--- src/rtl/spfc_pkg.sv ---
package spfc_pkg;

   localparam int CFG_WIDTH   = 11;
   localparam int COUNT_WIDTH = 32;

   localparam logic [CFG_WIDTH-1:0] ROW_WIDTH_RESET = 11'd1024;

   typedef enum logic [1:0] {
      CLASS_EXTERIOR = 2'd0,
      CLASS_INTERIOR = 2'd1,
      CLASS_OUTLINE  = 2'd2
   } pixel_class_type;

   typedef enum logic [1:0] {
      SIDE_UNKNOWN = 2'd0,
      SIDE_ABOVE   = 2'd1,
      SIDE_BELOW   = 2'd2
   } side_type;

   typedef enum logic [1:0] {
      FETCH_ISSUE,
      FETCH_LOAD,
      FETCH_READY
   } fetch_state_type;

   typedef struct packed {
      logic upper;
      logic middle;
   } entry_type;

   typedef struct packed {
      logic cur;
      logic above;
      logic below;
      logic right;
      logic first_col;
      logic last_col;
      logic has_row;
      logic frame_end;
   } pixel_ctx_type;

endpackage

--- src/rtl/spfc_line_mem.sv ---
module spfc_line_mem #(
   parameter int DEPTH = 1024
) (
   input  logic                      clock,
   input  logic                      wr_en,
   input  logic [$clog2(DEPTH)-1:0]  wr_addr,
   input  spfc_pkg::entry_type       wr_data,
   input  logic [$clog2(DEPTH)-1:0]  rd_addr,
   output spfc_pkg::entry_type       rd_data
);

   spfc_pkg::entry_type mem [DEPTH];
   spfc_pkg::entry_type rd_data_ff;

   always_ff @(posedge clock) begin
      if (wr_en) begin
         mem[wr_addr] <= wr_data;
      end
   end

   // A read of the entry being written returns the new data.
   always_ff @(posedge clock) begin
      if (wr_en && (wr_addr == rd_addr)) begin
         rd_data_ff <= wr_data;
      end else begin
         rd_data_ff <= mem[rd_addr];
      end
   end

   assign rd_data = rd_data_ff;

endmodule

--- src/rtl/spfc_fetch.sv ---
module spfc_fetch #(
   parameter int MAX_WIDTH = 1024
) (
   input  logic                                clock,
   input  logic                                reset,
   input  logic [spfc_pkg::CFG_WIDTH-1:0]      row_width,
   input  logic                                cfg_write,
   input  logic                                accept,
   input  logic                                edge_pixel,
   input  logic                                padding_row,
   output logic                                fetch_ready,
   output spfc_pkg::pixel_ctx_type             ctx,
   output logic                                mem_wr_en,
   output logic [$clog2(MAX_WIDTH)-1:0]        mem_wr_addr,
   output spfc_pkg::entry_type                 mem_wr_data,
   output logic [$clog2(MAX_WIDTH)-1:0]        mem_rd_addr,
   input  spfc_pkg::entry_type                 mem_rd_data
);

   localparam int AW = $clog2(MAX_WIDTH);
   localparam int CW = (AW + 1 > spfc_pkg::CFG_WIDTH) ? AW + 1 : spfc_pkg::CFG_WIDTH;
   localparam logic [CW-1:0] MAX_W = CW'(MAX_WIDTH);

   spfc_pkg::fetch_state_type state_ff, state_in;
   logic [AW-1:0]             col_ff, col_in;
   logic [1:0]                rows_ff, rows_in;
   spfc_pkg::entry_type       cur_ff, cur_in;
   spfc_pkg::entry_type       row0_ff, row0_in;
   spfc_pkg::entry_type       row1_ff, row1_in;
   logic                      saved_ff, saved_in;

   logic [CW-1:0]       width_ext;
   logic [CW-1:0]       eff_w;
   logic [AW-1:0]       last_idx;
   logic [AW-1:0]       c;
   logic [AW-1:0]       next_col;
   logic                last_col;
   logic                pix;
   logic                right;
   spfc_pkg::entry_type wdata;

   always_comb begin
      width_ext = CW'(row_width);
      priority if (width_ext == '0) begin
         eff_w = CW'(1);
      end else if (width_ext > MAX_W) begin
         eff_w = MAX_W;
      end else begin
         eff_w = width_ext;
      end
      last_idx = AW'(eff_w - CW'(1));
      c        = (CW'(col_ff) >= eff_w) ? last_idx : col_ff;
      last_col = (c == last_idx);
      next_col = last_col ? '0 : c + AW'(1);
      pix      = edge_pixel & ~padding_row;
      right    = saved_ff ? row1_ff.middle : mem_rd_data.middle;
      wdata.upper  = cur_ff.middle;
      wdata.middle = pix;
   end

   always_comb begin
      ctx.cur       = cur_ff.middle;
      ctx.above     = (rows_ff >= 2'd2) ? cur_ff.upper : 1'b0;
      ctx.below     = pix;
      ctx.right     = right;
      ctx.first_col = (c == '0);
      ctx.last_col  = last_col;
      ctx.has_row   = (rows_ff != 2'd0);
      ctx.frame_end = padding_row & last_col;
   end

   assign mem_wr_en   = accept;
   assign mem_wr_addr = c;
   assign mem_wr_data = wdata;

   always_comb begin
      state_in = state_ff;
      priority if (cfg_write) begin
         state_in = spfc_pkg::FETCH_ISSUE;
      end else begin
         unique case (state_ff)
            spfc_pkg::FETCH_ISSUE: state_in = spfc_pkg::FETCH_LOAD;
            spfc_pkg::FETCH_LOAD:  state_in = spfc_pkg::FETCH_READY;
            spfc_pkg::FETCH_READY: state_in = spfc_pkg::FETCH_READY;
            default:               state_in = spfc_pkg::FETCH_READY;
         endcase
      end
   end

   always_comb begin
      fetch_ready = 1'b0;
      unique case (state_ff)
         spfc_pkg::FETCH_ISSUE: begin
            mem_rd_addr = c;
         end
         spfc_pkg::FETCH_LOAD: begin
            mem_rd_addr = c + AW'(1);
         end
         spfc_pkg::FETCH_READY: begin
            fetch_ready = 1'b1;
            mem_rd_addr = accept ? next_col + AW'(1) : c + AW'(1);
         end
         default: begin
            mem_rd_addr = c + AW'(1);
         end
      endcase
   end

   always_comb begin
      col_in   = col_ff;
      rows_in  = rows_ff;
      cur_in   = cur_ff;
      row0_in  = row0_ff;
      row1_in  = row1_ff;
      saved_in = saved_ff;
      if (state_ff == spfc_pkg::FETCH_LOAD) begin
         cur_in   = mem_rd_data;
         saved_in = 1'b0;
      end
      if (accept) begin
         col_in   = next_col;
         saved_in = last_col;
         if (last_col) begin
            cur_in = (c == '0) ? wdata : row0_ff;
         end else begin
            cur_in = saved_ff ? row1_ff : mem_rd_data;
         end
         if (c == '0) begin
            row0_in = wdata;
         end
         if (c == AW'(1)) begin
            row1_in = wdata;
         end
         if (last_col) begin
            if (padding_row) begin
               rows_in = 2'd0;
            end else if (rows_ff < 2'd2) begin
               rows_in = rows_ff + 2'd1;
            end
         end
      end
   end

   always_ff @(posedge clock) begin
      if (reset) begin
         state_ff <= spfc_pkg::FETCH_READY;
         col_ff   <= '0;
         rows_ff  <= 2'd0;
         saved_ff <= 1'b0;
      end else begin
         state_ff <= state_in;
         col_ff   <= col_in;
         rows_ff  <= rows_in;
         saved_ff <= saved_in;
      end
   end

   always_ff @(posedge clock) begin
      cur_ff  <= cur_in;
      row0_ff <= row0_in;
      row1_ff <= row1_in;
   end

   a_accept_when_loaded: assert property (@(posedge clock) disable iff (reset)
      accept |-> state_ff == spfc_pkg::FETCH_READY)
      else $error("Request accepted while the line window was reloading.");

   a_cfg_reloads: assert property (@(posedge clock) disable iff (reset)
      cfg_write |=> state_ff == spfc_pkg::FETCH_ISSUE)
      else $error("Width write did not restart the line window fetch.");

endmodule

--- src/rtl/spfc_classify.sv ---
module spfc_classify (
   input  logic                                 clock,
   input  logic                                 reset,
   input  logic                                 accept,
   input  spfc_pkg::pixel_ctx_type              ctx,
   output logic                                 out_free,
   output logic                                 rsp_valid,
   input  logic                                 rsp_ready,
   output logic [1:0]                           rsp_pixel_class,
   output logic [spfc_pkg::COUNT_WIDTH-1:0]     rsp_filled_count,
   output logic                                 rsp_shape_error,
   output logic                                 rsp_frame_done
);

   logic                              inside_ff, inside_in;
   spfc_pkg::side_type                side_ff, side_in;
   logic [spfc_pkg::COUNT_WIDTH-1:0]  fill_ff, fill_in;
   logic                              error_ff, error_in;

   logic                              rsp_valid_ff, rsp_valid_in;
   spfc_pkg::pixel_class_type         rsp_class_ff;
   logic [spfc_pkg::COUNT_WIDTH-1:0]  rsp_count_ff;
   logic                              rsp_error_ff;
   logic                              rsp_done_ff;

   logic                              ins0;
   spfc_pkg::side_type                side0;
   spfc_pkg::side_type                end_side;
   spfc_pkg::side_type                side_new;
   spfc_pkg::pixel_class_type         cls;
   logic                              touch_both;
   logic                              toggle;
   logic                              err_now;
   logic                              filled;
   logic [spfc_pkg::COUNT_WIDTH-1:0]  fill_next;
   logic                              err_next;
   logic                              emit;

   always_comb begin
      ins0       = ctx.first_col ? 1'b0 : inside_ff;
      side0      = ctx.first_col ? spfc_pkg::SIDE_UNKNOWN : side_ff;
      touch_both = ctx.above & ctx.below;
      priority if (ctx.above) begin
         end_side = spfc_pkg::SIDE_ABOVE;
      end else if (ctx.below) begin
         end_side = spfc_pkg::SIDE_BELOW;
      end else begin
         end_side = spfc_pkg::SIDE_UNKNOWN;
      end
      toggle   = 1'b0;
      err_now  = 1'b0;
      side_new = side0;
      if (!ctx.cur) begin
         cls      = ins0 ? spfc_pkg::CLASS_INTERIOR : spfc_pkg::CLASS_EXTERIOR;
         filled   = ins0;
         side_new = spfc_pkg::SIDE_UNKNOWN;
      end else begin
         cls    = spfc_pkg::CLASS_OUTLINE;
         filled = 1'b1;
         if (side0 == spfc_pkg::SIDE_UNKNOWN) begin
            if (ctx.last_col || !ctx.right) begin
               toggle = 1'b1;
            end else begin
               side_new = end_side;
               err_now  = touch_both;
            end
         end else if (!ctx.last_col && !ctx.right) begin
            toggle   = (end_side != side0);
            err_now  = touch_both;
            side_new = spfc_pkg::SIDE_UNKNOWN;
         end
      end
      fill_next = (filled && (fill_ff != '1)) ? fill_ff + spfc_pkg::COUNT_WIDTH'(1) : fill_ff;
      err_next  = error_ff | err_now;
      emit      = accept & ctx.has_row;
   end

   always_comb begin
      inside_in = inside_ff;
      side_in   = side_ff;
      fill_in   = fill_ff;
      error_in  = error_ff;
      if (emit) begin
         inside_in = ins0 ^ toggle;
         side_in   = side_new;
         fill_in   = fill_next;
         error_in  = err_next;
      end
      if (accept && ctx.frame_end) begin
         inside_in = 1'b0;
         side_in   = spfc_pkg::SIDE_UNKNOWN;
         fill_in   = '0;
         error_in  = 1'b0;
      end
   end

   assign out_free = ~rsp_valid_ff | rsp_ready;

   always_comb begin
      rsp_valid_in = rsp_valid_ff;
      if (emit) begin
         rsp_valid_in = 1'b1;
      end else if (rsp_ready) begin
         rsp_valid_in = 1'b0;
      end
   end

   always_ff @(posedge clock) begin
      if (reset) begin
         inside_ff    <= 1'b0;
         side_ff      <= spfc_pkg::SIDE_UNKNOWN;
         fill_ff      <= '0;
         error_ff     <= 1'b0;
         rsp_valid_ff <= 1'b0;
      end else begin
         inside_ff    <= inside_in;
         side_ff      <= side_in;
         fill_ff      <= fill_in;
         error_ff     <= error_in;
         rsp_valid_ff <= rsp_valid_in;
      end
   end

   always_ff @(posedge clock) begin
      if (emit) begin
         rsp_class_ff <= cls;
         rsp_count_ff <= fill_next;
         rsp_error_ff <= err_next;
         rsp_done_ff  <= ctx.frame_end;
      end
   end

   assign rsp_valid        = rsp_valid_ff;
   assign rsp_pixel_class  = rsp_class_ff;
   assign rsp_filled_count = rsp_count_ff;
   assign rsp_shape_error  = rsp_error_ff;
   assign rsp_frame_done   = rsp_done_ff;

   a_no_overrun: assert property (@(posedge clock) disable iff (reset)
      emit |-> out_free)
      else $error("Result produced while the output register was still full.");

   a_outline_counted: assert property (@(posedge clock) disable iff (reset)
      rsp_valid_ff && rsp_class_ff == spfc_pkg::CLASS_OUTLINE |-> rsp_count_ff != '0)
      else $error("Outline pixel reported with a zero fill count.");

endmodule

--- src/rtl/scanline_parity_fill_counter_top.sv ---
// Chan  Dir  Handshake    Payload
// req   in   valid/ready  req_edge_pixel, req_padding_row
// rsp   out  valid/ready  rsp_pixel_class, rsp_filled_count, rsp_shape_error, rsp_frame_done
// csr   in   valid/ready  csr_row_width
//
// One request is taken per cycle unless stalled; results leave from the output register.
// The line memory is read one column ahead, so the window for the next pixel is ready in time.
// A row width write reloads that window; req_ready stays low in the ISSUE and LOAD states.
// Reset is synchronous; the line memory is not cleared and rows are rebuilt as they arrive.
// A stalled result blocks new requests only when it is not taken in the same cycle.
module scanline_parity_fill_counter_top #(
   parameter int MAX_WIDTH = 1024
) (
   input  logic                                 clock,
   input  logic                                 reset,
   input  logic                                 req_valid,
   output logic                                 req_ready,
   input  logic                                 req_edge_pixel,
   input  logic                                 req_padding_row,
   output logic                                 rsp_valid,
   input  logic                                 rsp_ready,
   output logic [1:0]                           rsp_pixel_class,
   output logic [spfc_pkg::COUNT_WIDTH-1:0]     rsp_filled_count,
   output logic                                 rsp_shape_error,
   output logic                                 rsp_frame_done,
   input  logic                                 csr_valid,
   output logic                                 csr_ready,
   input  logic [spfc_pkg::CFG_WIDTH-1:0]       csr_row_width
);

   localparam int AW = $clog2(MAX_WIDTH);

   logic [spfc_pkg::CFG_WIDTH-1:0] row_width_ff, row_width_in;
   logic                           cfg_write;
   logic                           accept;
   logic                           fetch_ready;
   logic                           out_free;
   spfc_pkg::pixel_ctx_type        ctx;
   logic                           mem_wr_en;
   logic [AW-1:0]                  mem_wr_addr;
   spfc_pkg::entry_type            mem_wr_data;
   logic [AW-1:0]                  mem_rd_addr;
   spfc_pkg::entry_type            mem_rd_data;

   assign csr_ready    = 1'b1;
   assign cfg_write    = csr_valid & csr_ready;
   assign row_width_in = cfg_write ? csr_row_width : row_width_ff;

   always_ff @(posedge clock) begin
      if (reset) begin
         row_width_ff <= spfc_pkg::ROW_WIDTH_RESET;
      end else begin
         row_width_ff <= row_width_in;
      end
   end

   assign req_ready = fetch_ready & out_free;
   assign accept    = req_valid & req_ready;

   spfc_fetch #(
      .MAX_WIDTH(MAX_WIDTH)
   ) u_fetch (
      .clock       (clock),
      .reset       (reset),
      .row_width   (row_width_ff),
      .cfg_write   (cfg_write),
      .accept      (accept),
      .edge_pixel  (req_edge_pixel),
      .padding_row (req_padding_row),
      .fetch_ready (fetch_ready),
      .ctx         (ctx),
      .mem_wr_en   (mem_wr_en),
      .mem_wr_addr (mem_wr_addr),
      .mem_wr_data (mem_wr_data),
      .mem_rd_addr (mem_rd_addr),
      .mem_rd_data (mem_rd_data)
   );

   spfc_line_mem #(
      .DEPTH(MAX_WIDTH)
   ) u_line_mem (
      .clock   (clock),
      .wr_en   (mem_wr_en),
      .wr_addr (mem_wr_addr),
      .wr_data (mem_wr_data),
      .rd_addr (mem_rd_addr),
      .rd_data (mem_rd_data)
   );

   spfc_classify u_classify (
      .clock            (clock),
      .reset            (reset),
      .accept           (accept),
      .ctx              (ctx),
      .out_free         (out_free),
      .rsp_valid        (rsp_valid),
      .rsp_ready        (rsp_ready),
      .rsp_pixel_class  (rsp_pixel_class),
      .rsp_filled_count (rsp_filled_count),
      .rsp_shape_error  (rsp_shape_error),
      .rsp_frame_done   (rsp_frame_done)
   );

endmodule

--- config.mk ---
export PLATFORM = sky130hd
export DESIGN_NAME = scanline_parity_fill_counter_top
export DESIGN_NICKNAME = d
export VERILOG_FILES = /design/src/rtl/spfc_pkg.sv /design/src/rtl/spfc_line_mem.sv /design/src/rtl/spfc_fetch.sv /design/src/rtl/spfc_classify.sv /design/src/rtl/scanline_parity_fill_counter_top.sv
export SDC_FILE = /design/constraint.sdc
export NUM_CORES = 2
export LEC_CHECK = 0
export CAP_MARGIN = 5
export CORE_UTILIZATION = 43
export CTS_BUF_LIST = sky130_fd_sc_hd__clkbuf_8
export DETAILED_ROUTE_END_ITERATION = 8
export DONT_BUFFER_PORTS = 1
export PLACE_DENSITY_LB_ADDON = 0.05
export REMOVE_ABC_BUFFERS = 1
export SYNTH_ARGS = -nofsm -noshare
export SYNTH_HDL_FRONTEND = slang
export SYNTH_SLANG_ARGS = --single-unit
--- constraint.sdc ---
create_clock -name clock -period 53.1 [get_ports clock]
set_input_delay 7.965 -clock clock [delete_from_list [all_inputs] [get_ports clock]]
set_output_delay 7.965 -clock clock [all_outputs]
set_load 0.05 [all_outputs]
==> flow_summary.ini <==
[status]
run_status = complete, no violations

[clock_network]
clockBufferDepth = 4
post_cts_buffers = 0
cts_tree = built
clk_latency_ps = 1090
clock_sinks = 2163
numCtsBuffers = 382
ctsResizeCount = 0
clockRootBuffer = clkbuf_8
hold_buffers = 0
cts.htree.levels = 5
clkSlewWorstSetupHoldPaths_ps = 50

[synth]
ys_warn_count = 0
avgSynthCellArea_sq_um = 17.0
ys_top_cells_by_area = edfxtp_1, mux4_2, nor2_1
yosysMostFrequentCell = edfxtp_1
yosysTopAreaCell = edfxtp_1
netlist_area_sq_mm = 0.0899
synth_cells = 5295
netlist.area_leader.share_pct = 69.8
synthTopCellsByCount = edfxtp_1, nor2_1, mux4_2
synth-edff-count = 2090
yosysSeqAreaShare_pct = 71.4
ys_types = 94
synth_ff_type = edfxtp_1
ys_ff_latch = 2163
ys_async_sr_fraction_pct = 0

[worst_setup_path]
regToRegEndpoint = u_line_mem.mem[979][1]
worstReg2RegStart = row_width_ff[7]
worst-path-max-fanout = 6
worstSetupPathType = primary input to output port
cp.arrival_ps = 9000
critPathBufInv = 0
critPathCaptureType = output port
critical_path.top_delay_family = simple AND/OR/NAND/NOR gates
critPathLaunchType = primary input
crit_chain = nor2b_1, nor3b_2
reg2reg_slack_ps = 46300
cp_slowest_cell = nor3b_2
cpPeakStageDelay_ps = 960
required_ps = 45140
reg2reg_depth = 17

[sta]
finalCritPeriodShare_pct = 32.0
fmax_ghz = 0.0589
rsz0062_at_grt = no
worst_slack_ps = 36130
hold_viol_final = 0
clock_skew_ps = 68.4
fin_crit_ps = 16970
fin_hold_ws_ps = 463
tightestPinTransition_ps = 1280
slew_headroom_pct = 14.5
setup-violations-final = 0
drv_slew = 0
setup_tns_ps = 0

[place]
io_buffers = 0
numPlacedInstances = 7806
dpl.hpwl_mm = 149
dp_slack_ps = 36120
gp_congestion = 0.784
dpl_cell_area_sq_mm = 0.0928

[global_routing]
grt_max_degree = 229
grt_pass1_wl_mm = 385
first_global_vias = 51100
overflow = 0
track_usage_pct = 25.7
antenna_found_initial = 15

[die]
chipWidth_microns = 459
io_pins = 57
dieHeight_microns = 459
rows = 167
coreArea_sq_mm = 0.207
initial_utilization_pct = 43.3
die_area_sq_mm = 0.211

[pwr]
p_clk_share_pct = 31.1
switchingPower_mw = 1.41
combPwrFrac_pct = 24.4
leakage_nw = 31.2
total_power_mw = 4.48
internal_power_mw = 3.08
swShare_pct = 31.4
power_frac_seq_pct = 44.5
powerDensity_mw_per_mm2 = 45.1
vdd_ir_drop_max_v = 0.0000381

[hold_path]
holdCritPathClass = register to register
hold_depth = 1
min_from = u_classify.error_ff
hold_end = u_classify.error_ff

[route]
firstDrtPassIters = 5
viasPerCell = 5.91
vias = 50000
drc = 0
wl_met2_mm = 130
finalWirelength_mm = 270
highest_layer = met4
drt_iter0_markers = 5018
dr_wl_met3_mm = 16.1
routedWlPerCell_microns = 32.0
drt-met1-wl_mm = 118
postRouteAntennaNets = 0

[final_layout]
layoutNonFillerInstCount = 8461
drive_gt1_share_pct = 21.6
fin_area_sq_mm = 0.0994
area_growth_pct = 10.6
postLayoutCoreUtil_pct = 47.9
final_nets = 5440
fillers = 17800

[job]
drv_cap = 0
worst reg2reg max path, cell delays in order (launching register included):
cell,delay [ps]
dfxtp_1,340
nor3_1,490
a31oi_1,200
or2_2,350
inv_1,90
ha_1,220
nand2b_1,140
a21o_1,180
a21oi_1,150
o21ai_0,200
a21oi_4,180
buf_4,460
mux2i_1,710
ha_1,450
and3_1,860
nand2_4,640
buf_4,550
nor2_1,270
kinds of logic after synthesis:
kind of cell	share of synthesized area, %
other	0.00417
xor gates and xnor gates	0.775
DFF	71.4
AOI/OAI and AO/OA	2.48
and+or+nand+nor	7.22
buffers and inverters	2.31
adders and majority gates	0.264
muxes	15.5
cell usage in the layout, fill, tap and decap left out, drive strengths merged, types with 14 or more instances in the layout:
master,count
nor3,30
ha,19
o21ai,40
nor2,1141
clkbuf,389
mux2,28
dfxtp,73
xor2,38
inv,149
o22ai,17
nand2,184
nand2b,17
a221oi,18
a22oi,37
nand4,23
mux2i,137
nor2b,30
mux4,543
a21oi,70
nand3,50
xnor2,39
buf,134
and3,19
clkinv,129
edfxtp,2090
a211oi,19
a22o,20
and2,15
a31oi,14
flip-flops by register name, indices dropped and copies added (netlist names), named ones only:
name / count
u_fetch.col_ff: 10
u_classify.side_ff: 2
u_classify.error_ff: 1
u_classify.rsp_pixel_class: 2
u_classify.fill_ff: 32
u_classify.rsp_valid: 1
row_width_ff: 11
u_classify.rsp_shape_error: 1
u_fetch.saved_ff: 1
u_classify.rsp_frame_done: 1
u_fetch.rows_ff: 2
u_fetch.cur_ff: 1
u_fetch.row1_ff: 2
u_fetch.row0_ff: 2
u_classify.inside_ff: 1
u_line_mem.mem: 2048
u_classify.rsp_filled_count: 32
u_fetch.ctx: 1
u_fetch.state_ff: 2
per-layer routing:
layer	up-vias	global-route usage (%)
li1	20900	-
met5	-	0
met4	0	7.25
met2	1811	41.1
met1	26900	37.0
met3	421	3.59
how the worst max path moves through the flow:
| stage | from | to | slack (ps) | depth (start not counted) |
|---|---|---|---|---|
| floorplan | req_padding_row | u_fetch.row1_ff[0] | 14670 | 1 |
| global placement | rsp_ready | req_ready | 36130 | 2 |
| detailed placement | rsp_ready | req_ready | 36120 | 2 |
| CTS | rsp_ready | req_ready | 36120 | 2 |
| global route | rsp_ready | req_ready | 36090 | 2 |
| finish | rsp_ready | req_ready | 36130 | 2 |
area by class of cell:
cell class	instances	area (sq um)	area share (%)
inverter	35	139	0.140
sequential	2163	64200	64.6
clock inverter	257	1230	1.24
timing repair buffer	134	1080	1.08
antenna	8	20.0	0.0201
multi-input combinational	2687	23900	24.0
clock buffer	389	5350	5.38
tap	2788	3490	3.51
power groups by stage:
stage | logic, mW | clock network (mW) | registers, mW
final | 1.09 | 1.39 | 1.99
after global routing | 1.15 | 1.49 | 1.99
after CTS | 1.11 | 1.42 | 1.99
after detailed placement | 1.11 | 0 | 2.03
after global placement | 1.11 | 0 | 2.03
after floorplan | 0.906 | 0 | 2.26
Power figures use the tool's default switching activity.
